## config.mk

```make
export PLATFORM = sky130hd
export DESIGN_NAME = multi_channel_led_fade_pwm_flat
export DESIGN_NICKNAME = d
export VERILOG_FILES = /design/src/rtl/mclfp_pkg.sv /design/src/rtl/mclfp_if.sv /design/src/rtl/mclfp_lane.sv /design/src/rtl/mclfp_merge.sv /design/src/rtl/multi_channel_led_fade_pwm.sv /design/src/flat_wrapper.sv
export SDC_FILE = /design/constraint.sdc
export NUM_CORES = 1
export LEC_CHECK = 0
export BUFFER_PORTS_ARGS = -buffer_cell sky130_fd_sc_hd__buf_2
export CORE_AREA = 4 4 122 182
export DETAILED_ROUTE_END_ITERATION = 16
export DIE_AREA = 0 0 126 186
export PLACE_DENSITY = 0.66
export SYNTH_ARGS = -nofsm -noshare
export SYNTH_HDL_FRONTEND = slang
export SYNTH_HIERARCHICAL = 1
export SYNTH_SLANG_ARGS = --single-unit
export TNS_END_PERCENT = 50
```

## constraint.sdc

```tcl
create_clock -name clk -period 6.66 [get_ports clk]
set_input_delay 1.332 -clock clk [delete_from_list [all_inputs] [get_ports clk]]
set_output_delay 1.332 -clock clk [all_outputs]
set_load 0.01 [all_outputs]
```

## src/rtl/mclfp_pkg.sv

```systemverilog
// Package with sizes, codes and lane control types of the LED fade PWM block.
`timescale 1ns / 1ps
package mclfp_pkg;
	localparam int CHANNELS = 23;
	localparam int LEVELS = 8;
	localparam int FIELD_BITS = 23;
	localparam int POS_W = (LEVELS > 2) ? $clog2(LEVELS) : 1;
	localparam int DUTY_W = $clog2(LEVELS + 1);
	localparam logic [POS_W-1:0] POS_LAST = POS_W'(LEVELS - 1);
	localparam logic [DUTY_W-1:0] DUTY_FULL = DUTY_W'(LEVELS);

	typedef enum logic {
		OP_PWM = 1'b0,
		OP_FADE = 1'b1
	} opcode_t;

	typedef struct packed {
		logic fade;
		logic [POS_W-1:0] pos;
	} lane_ctrl_t;
endpackage

```

## src/rtl/mclfp_if.sv

```systemverilog
// Handshake interfaces for the tick input and the lit mask output.
`timescale 1ns / 1ps
interface mclfp_in_if;
	import mclfp_pkg::*;
	logic valid;
	logic ready;
	opcode_t opcode;
	logic [FIELD_BITS-1:0] target_mask;
	modport source (output valid, output opcode, output target_mask, input ready);
	modport sink (input valid, input opcode, input target_mask, output ready);
endinterface

interface mclfp_out_if;
	import mclfp_pkg::*;
	logic valid;
	logic ready;
	logic [FIELD_BITS-1:0] lit_mask;
	modport source (output valid, output lit_mask, input ready);
	modport sink (input valid, input lit_mask, output ready);
endinterface

```

## src/rtl/mclfp_lane.sv

```systemverilog
// One channel lane: duty level register with saturating fade step and PWM compare.
`timescale 1ns / 1ps
module mclfp_lane (
	input logic clk,
	input logic arst_n,
	input mclfp_pkg::lane_ctrl_t ctrl,
	input logic up,
	output logic lit
);
	import mclfp_pkg::*;

	logic [DUTY_W-1:0] duty_q;
	logic [DUTY_W-1:0] duty_next;

	always_comb begin
		duty_next = duty_q;
		if (ctrl.fade) begin
			if (up) begin
				if (duty_q < DUTY_FULL) begin
					duty_next = duty_q + DUTY_W'(1);
				end
			end else if (duty_q != '0) begin
				duty_next = duty_q - DUTY_W'(1);
			end
		end
	end

	always_ff @(posedge clk or negedge arst_n) begin
		if (!arst_n) begin
			duty_q <= '0;
		end else begin
			duty_q <= duty_next;
		end
	end

	assign lit = (DUTY_W'(ctrl.pos) < duty_next);
endmodule

```

## src/rtl/mclfp_merge.sv

```systemverilog
// Merge stage: gathers the lane lit bits into the registered output mask.
`timescale 1ns / 1ps
module mclfp_merge (
	input logic clk,
	input logic arst_n,
	input logic load,
	input logic [mclfp_pkg::CHANNELS-1:0] lit,
	mclfp_out_if.source out_item
);
	import mclfp_pkg::*;

	logic [FIELD_BITS-1:0] mask;
	logic valid_q;
	logic [FIELD_BITS-1:0] mask_q;

	for (genvar i = 0; i < FIELD_BITS; i++) begin : g_bit
		if (i < CHANNELS) begin : g_used
			assign mask[i] = lit[i];
		end else begin : g_pad
			assign mask[i] = 1'b0;
		end
	end

	always_ff @(posedge clk or negedge arst_n) begin
		if (!arst_n) begin
			valid_q <= 1'b0;
		end else if (load) begin
			valid_q <= 1'b1;
		end else if (out_item.ready) begin
			valid_q <= 1'b0;
		end
	end

	always_ff @(posedge clk) begin
		if (load) begin
			mask_q <= mask;
		end
	end

	assign out_item.valid = valid_q;
	assign out_item.lit_mask = mask_q;
endmodule

```

## src/rtl/multi_channel_led_fade_pwm.sv

```systemverilog
// Top level of the multi-channel LED dimmer with PWM and soft fade.
// The lit mask of an item is registered and appears on the output in the cycle after its transfer.
// Throughput: one item per clock; a new item is taken while the output register
// holds a result, as long as that result is taken in the same cycle.
// Reset clears the PWM position and all duty levels, so every channel is dark,
// and empties the output register.
`timescale 1ns / 1ps
module multi_channel_led_fade_pwm (
	input logic clk,
	input logic arst_n,
	mclfp_in_if.sink in_item,
	mclfp_out_if.source out_item
);
	import mclfp_pkg::*;

	logic accept;
	logic [POS_W-1:0] pos_q;
	logic [POS_W-1:0] pos_next;
	lane_ctrl_t ctrl;
	logic [CHANNELS-1:0] lit;

	assign in_item.ready = !out_item.valid || out_item.ready;
	assign accept = in_item.valid && in_item.ready;

	always_comb begin
		pos_next = pos_q;
		if (accept && in_item.opcode == OP_PWM) begin
			pos_next = (pos_q >= POS_LAST) ? '0 : pos_q + POS_W'(1);
		end
	end

	always_ff @(posedge clk or negedge arst_n) begin
		if (!arst_n) begin
			pos_q <= '0;
		end else begin
			pos_q <= pos_next;
		end
	end

	assign ctrl.fade = accept && in_item.opcode == OP_FADE;
	assign ctrl.pos = pos_next;

	for (genvar c = 0; c < CHANNELS; c++) begin : g_lane
		logic up;
		if (c < FIELD_BITS) begin : g_tgt
			assign up = in_item.target_mask[c];
		end else begin : g_off
			assign up = 1'b0;
		end
		mclfp_lane u_lane (
			.clk(clk),
			.arst_n(arst_n),
			.ctrl(ctrl),
			.up(up),
			.lit(lit[c])
		);
	end

	mclfp_merge u_merge (
		.clk(clk),
		.arst_n(arst_n),
		.load(accept),
		.lit(lit),
		.out_item(out_item)
	);
endmodule

```

## src/flat_wrapper.sv

```systemverilog
// flat-port wrapper written by rule: the top's interface ports become plain ports
module multi_channel_led_fade_pwm_flat import mclfp_pkg::*;
  (clk, arst_n, in_item_valid, in_item_opcode, in_item_target_mask, in_item_ready, out_item_valid, out_item_lit_mask, out_item_ready);
  mclfp_in_if in_item_i ();
  mclfp_out_if out_item_i ();
  input logic clk;
  input logic arst_n;
  input wire logic [$bits(in_item_i.valid)-1:0] in_item_valid;
  input wire logic [$bits(in_item_i.opcode)-1:0] in_item_opcode;
  input wire logic [$bits(in_item_i.target_mask)-1:0] in_item_target_mask;
  output wire logic [$bits(in_item_i.ready)-1:0] in_item_ready;
  output wire logic [$bits(out_item_i.valid)-1:0] out_item_valid;
  output wire logic [$bits(out_item_i.lit_mask)-1:0] out_item_lit_mask;
  input wire logic [$bits(out_item_i.ready)-1:0] out_item_ready;
  assign in_item_i.valid = in_item_valid;
  assign in_item_i.opcode = in_item_opcode;
  assign in_item_i.target_mask = in_item_target_mask;
  assign in_item_ready = in_item_i.ready;
  assign out_item_valid = out_item_i.valid;
  assign out_item_lit_mask = out_item_i.lit_mask;
  assign out_item_i.ready = out_item_ready;
  multi_channel_led_fade_pwm u_core (.clk(clk), .arst_n(arst_n), .in_item(in_item_i), .out_item(out_item_i));
endmodule
```

==> impl_metrics.csv, run 1 <==
group,metric,value,unit
setup_path,required,6.83,ns
timing,finClkSkew,0.0136,ns
clock_tree,cts.htree.levels,4,
layout,fin_util,54.1,%
clock_tree,cts_sinks,119,
timing,hold_violations,0,
route,vias,8629,
run_status,run_status,"completed",
floorplanning,die-area,23400,um2
clock_tree,path_clk_slew,0.06,ns
setup_path,critPathBufInv,2,
pwr,total_power,4.26,mW
logic_synthesis,synth_fp_nets,1244,
route,wl_met1,10.2,mm
clock_tree,post_cts_buffers,0,
clock_tree,clockBufferDepth,2,
layout,instances_no_fill,1427,
floorplanning,start_util,49.6,%
pwr,ir_drop,0.204,mV
timing,fin_hold_ws,0.562,ns
floorplanning,ioPinCount,53,
global_route,antenna_found_initial,1,
logic_synthesis,synth.yosys.warnings,6,
global_route,grt_pass1_vias,8497,
timing,fmax,0.253,GHz
setup_path,crit_arrival,4.12,ns
logic_synthesis,synth_top_area_share,23.6,%
floorplanning,die_width,126,um
pwr,p_leak,4.80,nW
layout,areaGrowthSynthToFinish,9.06,%
clock_tree,clk_latency,0.43,ns
timing,setup_slack,2.70,ns
route,routed_wl,22.9,mm
setup_path,crit_path_max_incr_delay,0.70,ns
placement,pre_cts_ws,2.36,ns
route,routed-wl-met2,11.6,mm
placement,dpl.hpwl,15.6,mm
logic_synthesis,syn_avg_cell_area,9.07,um2
setup_path,critical_path_class,"in2reg",
route,ant_nets,0,
logic_synthesis,ys_seq_elements,119,
floorplanning,core_area,20500,um2
route,drt_iter0_drc,632,
logic_synthesis,netlist_instances,1122,
route,wire_per_inst,16.1,um
timing,worst_slew_pin_slew,0.904,ns
logic_synthesis,ys_seq_area_share,30.4,%
timing,drv_slew,0,
clock_tree,cts_tree,"done",
setup_path,cp-end-kind,"register",
worst_hold_path,min_path_type,"reg2reg",
route,route.met3.wl,794,um
clock_tree,cts_made_buffers,17,
route,firstDrtPassIters,7,
global_route,grt_pass1_wl,39.5,mm
route,via_per_inst,6.05,
route,highest_layer,"met4",
timing,fin_crit_sh,59.4,%
floorplanning,die_y,186,um
clock_tree,hold_buffers,0,
setup_path,path_cells,"buf_2, nand2b_4, and3_4, buf_12, or2b_1, o21ai_0, nand2_1, and3_1, ha_1, o21a_1, nor2_1, a211o_1",
timing,max_slew_margin,39.7,%
timing,tns,0,ns
logic_synthesis,synth.area.top_cells,"dfrtp_1 (24%), ha_1 (12%), edfxtp_1 (6.8%), o41ai_2 (3.7%), inv_1 (3.5%)",
setup_path,cp_slowest_cell,"and3_4",
placement,dp_cells,1395,
timing,rsz0062_at_grt,"no",
global_route,track_usage,20.3,%
timing,finalSetupViolations,0,
global_route,overflow,0,
placement,post_dp_cell_area,10600,um2
logic_synthesis,synth_cell_types,34,
global_route,grt_max_degree,73,
logic_synthesis,yosys.area.top_type,"dfrtp_1",
pwr,p_per_area,384,nW/um2
clock_tree,post_cts_resized,0,
timing,post-route-min-period,3.96,ns
setup_path,crit_family,"simple AND/OR/NAND/NOR gates",
run,maxCapViolations,0,
placement,port_buffers,52,
setup_path,path_max_fanout,72,
route,drc,0,
logic_synthesis,syn_area,10200,um2
placement,gp_congestion,0.831,
layout,fin_nets,1272,
clock_tree,cts_root_buf,"clkbuf_16",
floorplanning,fp-row-count,64,
setup_path,start_kind,"input port",
layout,final_layout_size_suffix_gt1_share,15.1,%
layout,design_area,11100,um2
registers in the layout, indices dropped and copies added (netlist names):
name	cells
u_core/u_merge/out_item.lit_mask	23
u_core/pos_q	3
u_core/u_merge/out_item.valid	1
u_core/g_lane.u_lane/duty_q	92
cell usage after synthesis:
master and instances:
nor3_1 69, o41ai_2 23, a31oi_1 46, o31ai_1 23, edfxtp_1 23, nor4b_1 23
o21ai_0 69, o31ai_2 23, mux2_4 3, inv_2 23, nor2_1 47, inv_1 94
nand3_1 23, nor2b_1 23, o211a_1 23, ha_1 94, a41oi_1 23, a311oi_1 24
buf_2 46, o211ai_1 23, nand2_1 92, nand3b_4 1, a21o_1 1, or2b_1 23
and2_2 1, a211o_1 23, nand2b_4 24, xnor2_1 23, and3_2 1, a21boi_0 23
o22ai_1 23, dfrtp_1 96, and3_1 23, o21a_1 23
placed cells by master, fill, tap and decap left out, drive strengths merged:
master	instances
nor2	47
o31ai	46
o211ai	23
a31oi	46
a311oi	24
a21o	1
o41ai	23
clkinv	5
o21ai	69
o211a	23
dfrtp	96
mux2	3
or2b	23
a41oi	23
and3	24
edfxtp	23
nand2b	24
xnor2	23
bufinv	1
clkbuf	25
diode	1
a21boi	23
nor4b	23
nand3b	1
a211o	23
nand3	23
buf	55
inv	117
ha	94
o22ai	23
and2	1
nor2b	23
o21a	23
nor3	69
nand2	92
path summary, 6_finish.rpt:
kind	start	endpoint	slack, ns	cells after the start
max	out_item_ready	u_core/u_merge/out_item.lit_mask[10]	2.70	12
min	u_core/u_merge/out_item.valid	u_core/u_merge/out_item.valid	0.56	1
max reg2reg	u_core/u_merge/out_item.valid	u_core/u_merge/out_item.lit_mask[10]	3.31	11
min reg2reg	u_core/u_merge/out_item.valid	u_core/u_merge/out_item.valid	0.56	1
max in group asynchronous	arst_n	u_core/g_lane[21].u_lane/duty_q[3]	4.51	2
min in group asynchronous	arst_n	u_core/g_lane[15].u_lane/duty_q[1]	0.86	1
power breakdown:
| part | internal (mW) | switching, mW | total [mW] |
|---|---|---|---|
| clock | 0.515 | 0.322 | 0.838 |
| sequential | 0.962 | 0.448 | 1.41 |
| combinational | 0.873 | 1.14 | 2.02 |
cell type report:
type	instances	area [um2]
antenna	1	2.50
clock buffer	25	465
clock inverter	6	52.6
fill	1897	9400
inverter	117	439
multi-input combinational	840	6420
sequential	119	3090
tap	264	330
timing repair buffer	55	298
layer usage:
layer | global-route usage (%) | vias up
li1 | - | 4291
met1 | 24.5 | 4190
met2 | 36.7 | 120
met3 | 3.27 | 28
met4 | 6.78 | 0
met5 | 0 | -
cells by family after synthesis:
family / after synthesis / synth area share [%]
xor gates and xnor gates: 23 / 1.98
DFF: 119 / 30.4
buffers and inverters: 163 / 6.58
AOI/OAI and AO/OA: 370 / 29.3
muxes: 3 / 0.443
adders and majority gates: 94 / 11.6
and+or+nand+nor: 350 / 19.7
No activity file was read; power rests on OpenSTA's default activity.
==> run 2: changes to the inputs <==
--- a/config.mk
+++ b/config.mk
@@ -5,11 +5,12 @@
 export SDC_FILE = /design/constraint.sdc
 export NUM_CORES = 1
 export LEC_CHECK = 0
+export ABC_AREA = 1
 export BUFFER_PORTS_ARGS = -buffer_cell sky130_fd_sc_hd__buf_2
-export CORE_AREA = 4 4 122 182
+export CORE_AREA = 4 4 120 180
 export DETAILED_ROUTE_END_ITERATION = 16
-export DIE_AREA = 0 0 126 186
-export PLACE_DENSITY = 0.66
+export DIE_AREA = 0 0 124 184
+export PLACE_DENSITY = 0.69
 export SYNTH_ARGS = -nofsm -noshare
 export SYNTH_HDL_FRONTEND = slang
 export SYNTH_HIERARCHICAL = 1
==> constraint.sdc (replaced) <==
create_clock -name clk -period 3.2 [get_ports clk]
set_input_delay 0.64 -clock clk [delete_from_list [all_inputs] [get_ports clk]]
set_output_delay 0.64 -clock clk [all_outputs]
set_load 0.01 [all_outputs]
==> impl_metrics.csv, run 2 <==
group,metric,value,unit
run_status,run_status,"completed",
layout,fillCellCount,1878,
logic_synthesis,synth_cell_types,22,
clock_tree,cts_tree,"done",
logic_synthesis,synth.yosys.warnings,6,
clock_tree,cts_root_buf,"clkbuf_16",
logic_synthesis,synth_fp_nets,1462,
setup_path,crit_arrival,2.82,ns
placement,dp_cells,1665,
timing,post-route-min-period,2.65,ns
placement,port_buffers,52,
layout,instances_no_fill,1696,
route,drt_iter0_drc,331,
global_route,track_usage,19.2,%
global_route,grt_pass1_wl,36.0,mm
timing,hold_violations,0,
logic_synthesis,yosys.area.top_type,"dfrtp_1",
floorplanning,die_y,184,um
pwr,p_leak,5.81,nW
floorplanning,die-area,22800,um2
layout,fin_nets,1542,
global_route,grt_pass1_vias,8476,
layout,final_layout_size_suffix_gt1_share,19.6,%
logic_synthesis,syn_avg_cell_area,7.37,um2
route,drc,0,
setup_path,required,3.37,ns
timing,drv_slew,0,
clock_tree,hold_buffers,0,
floorplanning,fp-row-count,64,
logic_synthesis,ys_seq_elements,119,
timing,fmax,0.377,GHz
global_route,overflow,0,
logic_synthesis,synth_ff_type,"dfrtp_1",
placement,dpl.hpwl,15.1,mm
pwr,ir_drop,0.382,mV
layout,largest_reg_flops,92,
clock_tree,cts_sinks,119,
logic_synthesis,synth_most_common_cell,"inv_1",
route,firstDrtPassIters,4,
logic_synthesis,synth_top_area_share,24.3,%
timing,finalSetupViolations,0,
logic_synthesis,synth_common_cells,"inv_1 (351), nand2_1 (168), nor2_1 (140)",
clock_tree,cts_made_buffers,17,
clock_tree,clk_latency,0.41,ns
clock_tree,clockBufferDepth,2,
setup_path,cp-end-kind,"register",
layout,layout_commonest_cell,"inv_1",
logic_synthesis,syn_area,9880,um2
layout,largest-register,"u_core/g_lane.u_lane/duty_q",
setup_path,start_kind,"register",
clock_tree,cts.htree.levels,4,
clock_tree,path_clk_slew,0.05,ns
placement,gp_congestion,0.831,
logic_synthesis,synth-async-reset-ratio,80.7,%
floorplanning,die_width,124,um
layout,fin_util,55.8,%
logic_synthesis,ys_seq_area_share,31.3,%
global_route,grt_max_degree,48,
timing,finClkSkew,0.00758,ns
pwr,p_per_area,928,nW/um2
logic_synthesis,synth.area.top_cells,"dfrtp_1 (24%), inv_1 (13%), ha_1 (12%), edfxtp_1 (7.0%), nand2_1 (6.4%)",
route,vias,8481,
logic_synthesis,netlist_instances,1340,
run,maxCapViolations,0,
placement,post_dp_cell_area,10600,um2
layout,design_area,11200,um2
timing,fin_crit_sh,82.9,%
route,via_per_inst,5.00,
route,ant_nets,0,
clock_tree,post_cts_resized,0,
layout,final_cell_mix,"inv_1 (351), nand2_1 (168), nor2_1 (139)",
floorplanning,start_util,49.2,%
layout,areaGrowthSynthToFinish,13.6,%
route,routed_wl,20.5,mm
timing,rsz0062_at_grt,"no",
clock_tree,post_cts_buffers,0,
timing,max_slew_margin,33.8,%
layout,diodes,0,
logic_synthesis,synth_edf_count,23,
setup_path,path_max_fanout,24,
timing,worst_slew_pin_slew,0.989,ns
timing,tns,0,ns
global_route,antenna_found_initial,1,
floorplanning,ioPinCount,53,
timing,fin_hold_ws,0.231,ns
floorplanning,core_area,20100,um2
route,wire_per_inst,12.1,um
worst_hold_path,min_path_type,"in2async",
setup_path,critical_path_class,"reg2reg",
## run 2: worst paths after layout
kind,startpoint,to,cells past startpoint,slack [ns]
worst max-delay path,u_core/pos_q[0],u_core/u_merge/out_item.lit_mask[8],10,0.55
worst min-delay path,arst_n,u_core/g_lane[2].u_lane/duty_q[2],1,0.23
worst max register to register,u_core/pos_q[0],u_core/u_merge/out_item.lit_mask[8],10,0.55
worst min register to register,u_core/u_merge/out_item.valid,u_core/u_merge/out_item.valid,2,0.55
max in group asynchronous,arst_n,u_core/g_lane[1].u_lane/duty_q[1],2,2.26
min in group clk,out_item_ready,u_core/u_merge/out_item.valid,4,0.47
## run 2: power by group
part / internal, mW / switching [mW] / total, mW
logic: 2.01 / 3.09 / 5.10
registers: 2.29 / 0.957 / 3.25
clock network: 1.38 / 0.685 / 2.06
total: 5.68 / 4.74 / 10.4
## run 2: layer usage
metal | global-route usage (%) | vias up | wire [um]
met5 | 0 | - | 12
met1 | 21.5 | 3921 | 8820
met4 | 6.32 | 2 | 367
met3 | 3.63 | 33 | 579
met2 | 35.9 | 99 | 10700
li1 | - | 4426 | -
## run 2: cell type report
class / count / area [um2] / share of cell area [%]
Clock buffer: 23 / 488 / 4.35
Timing Repair Buffer: 61 / 355 / 3.17
Multi-Input combinational cell: 869 / 5490 / 48.9
Clock inverter: 8 / 144 / 1.28
Tap cell: 264 / 330 / 2.94
Inverter: 352 / 1320 / 11.8
Sequential cell: 119 / 3090 / 27.6
## run 2: cells by family (layout without fill, tap and decap cells)
family / Yosys count / after routing / share of synthesized area (%)
flops: 119 / 119 / 31.3
compound gates: 210 / 210 / 13.8
buf+inv: 352 / 444 / 13.4
fa+ha+maj: 94 / 94 / 11.9
simple gates: 565 / 565 / 29.6
## run 2: per-stage QoR
stage | total power [mW] | setup slack (ns)
floorplan | 7.10 | 0.118
global placement | 8.21 | 0.487
detailed placement | 8.41 | 0.425
CTS | 10.5 | 0.481
global route | 11.6 | 0.323
finish | 10.4 | 0.548
## run 2: critical path, stage by stage (launching register included)
cell and delay, ns:
dfrtp_1 0.40, ha_1 0.21, ha_1 0.26, inv_1 0.03
nor2_1 0.09, nand2_1 0.10, o21ai_4 0.79, ha_1 0.26
inv_1 0.05, nor2_1 0.13, a21oi_2 0.07
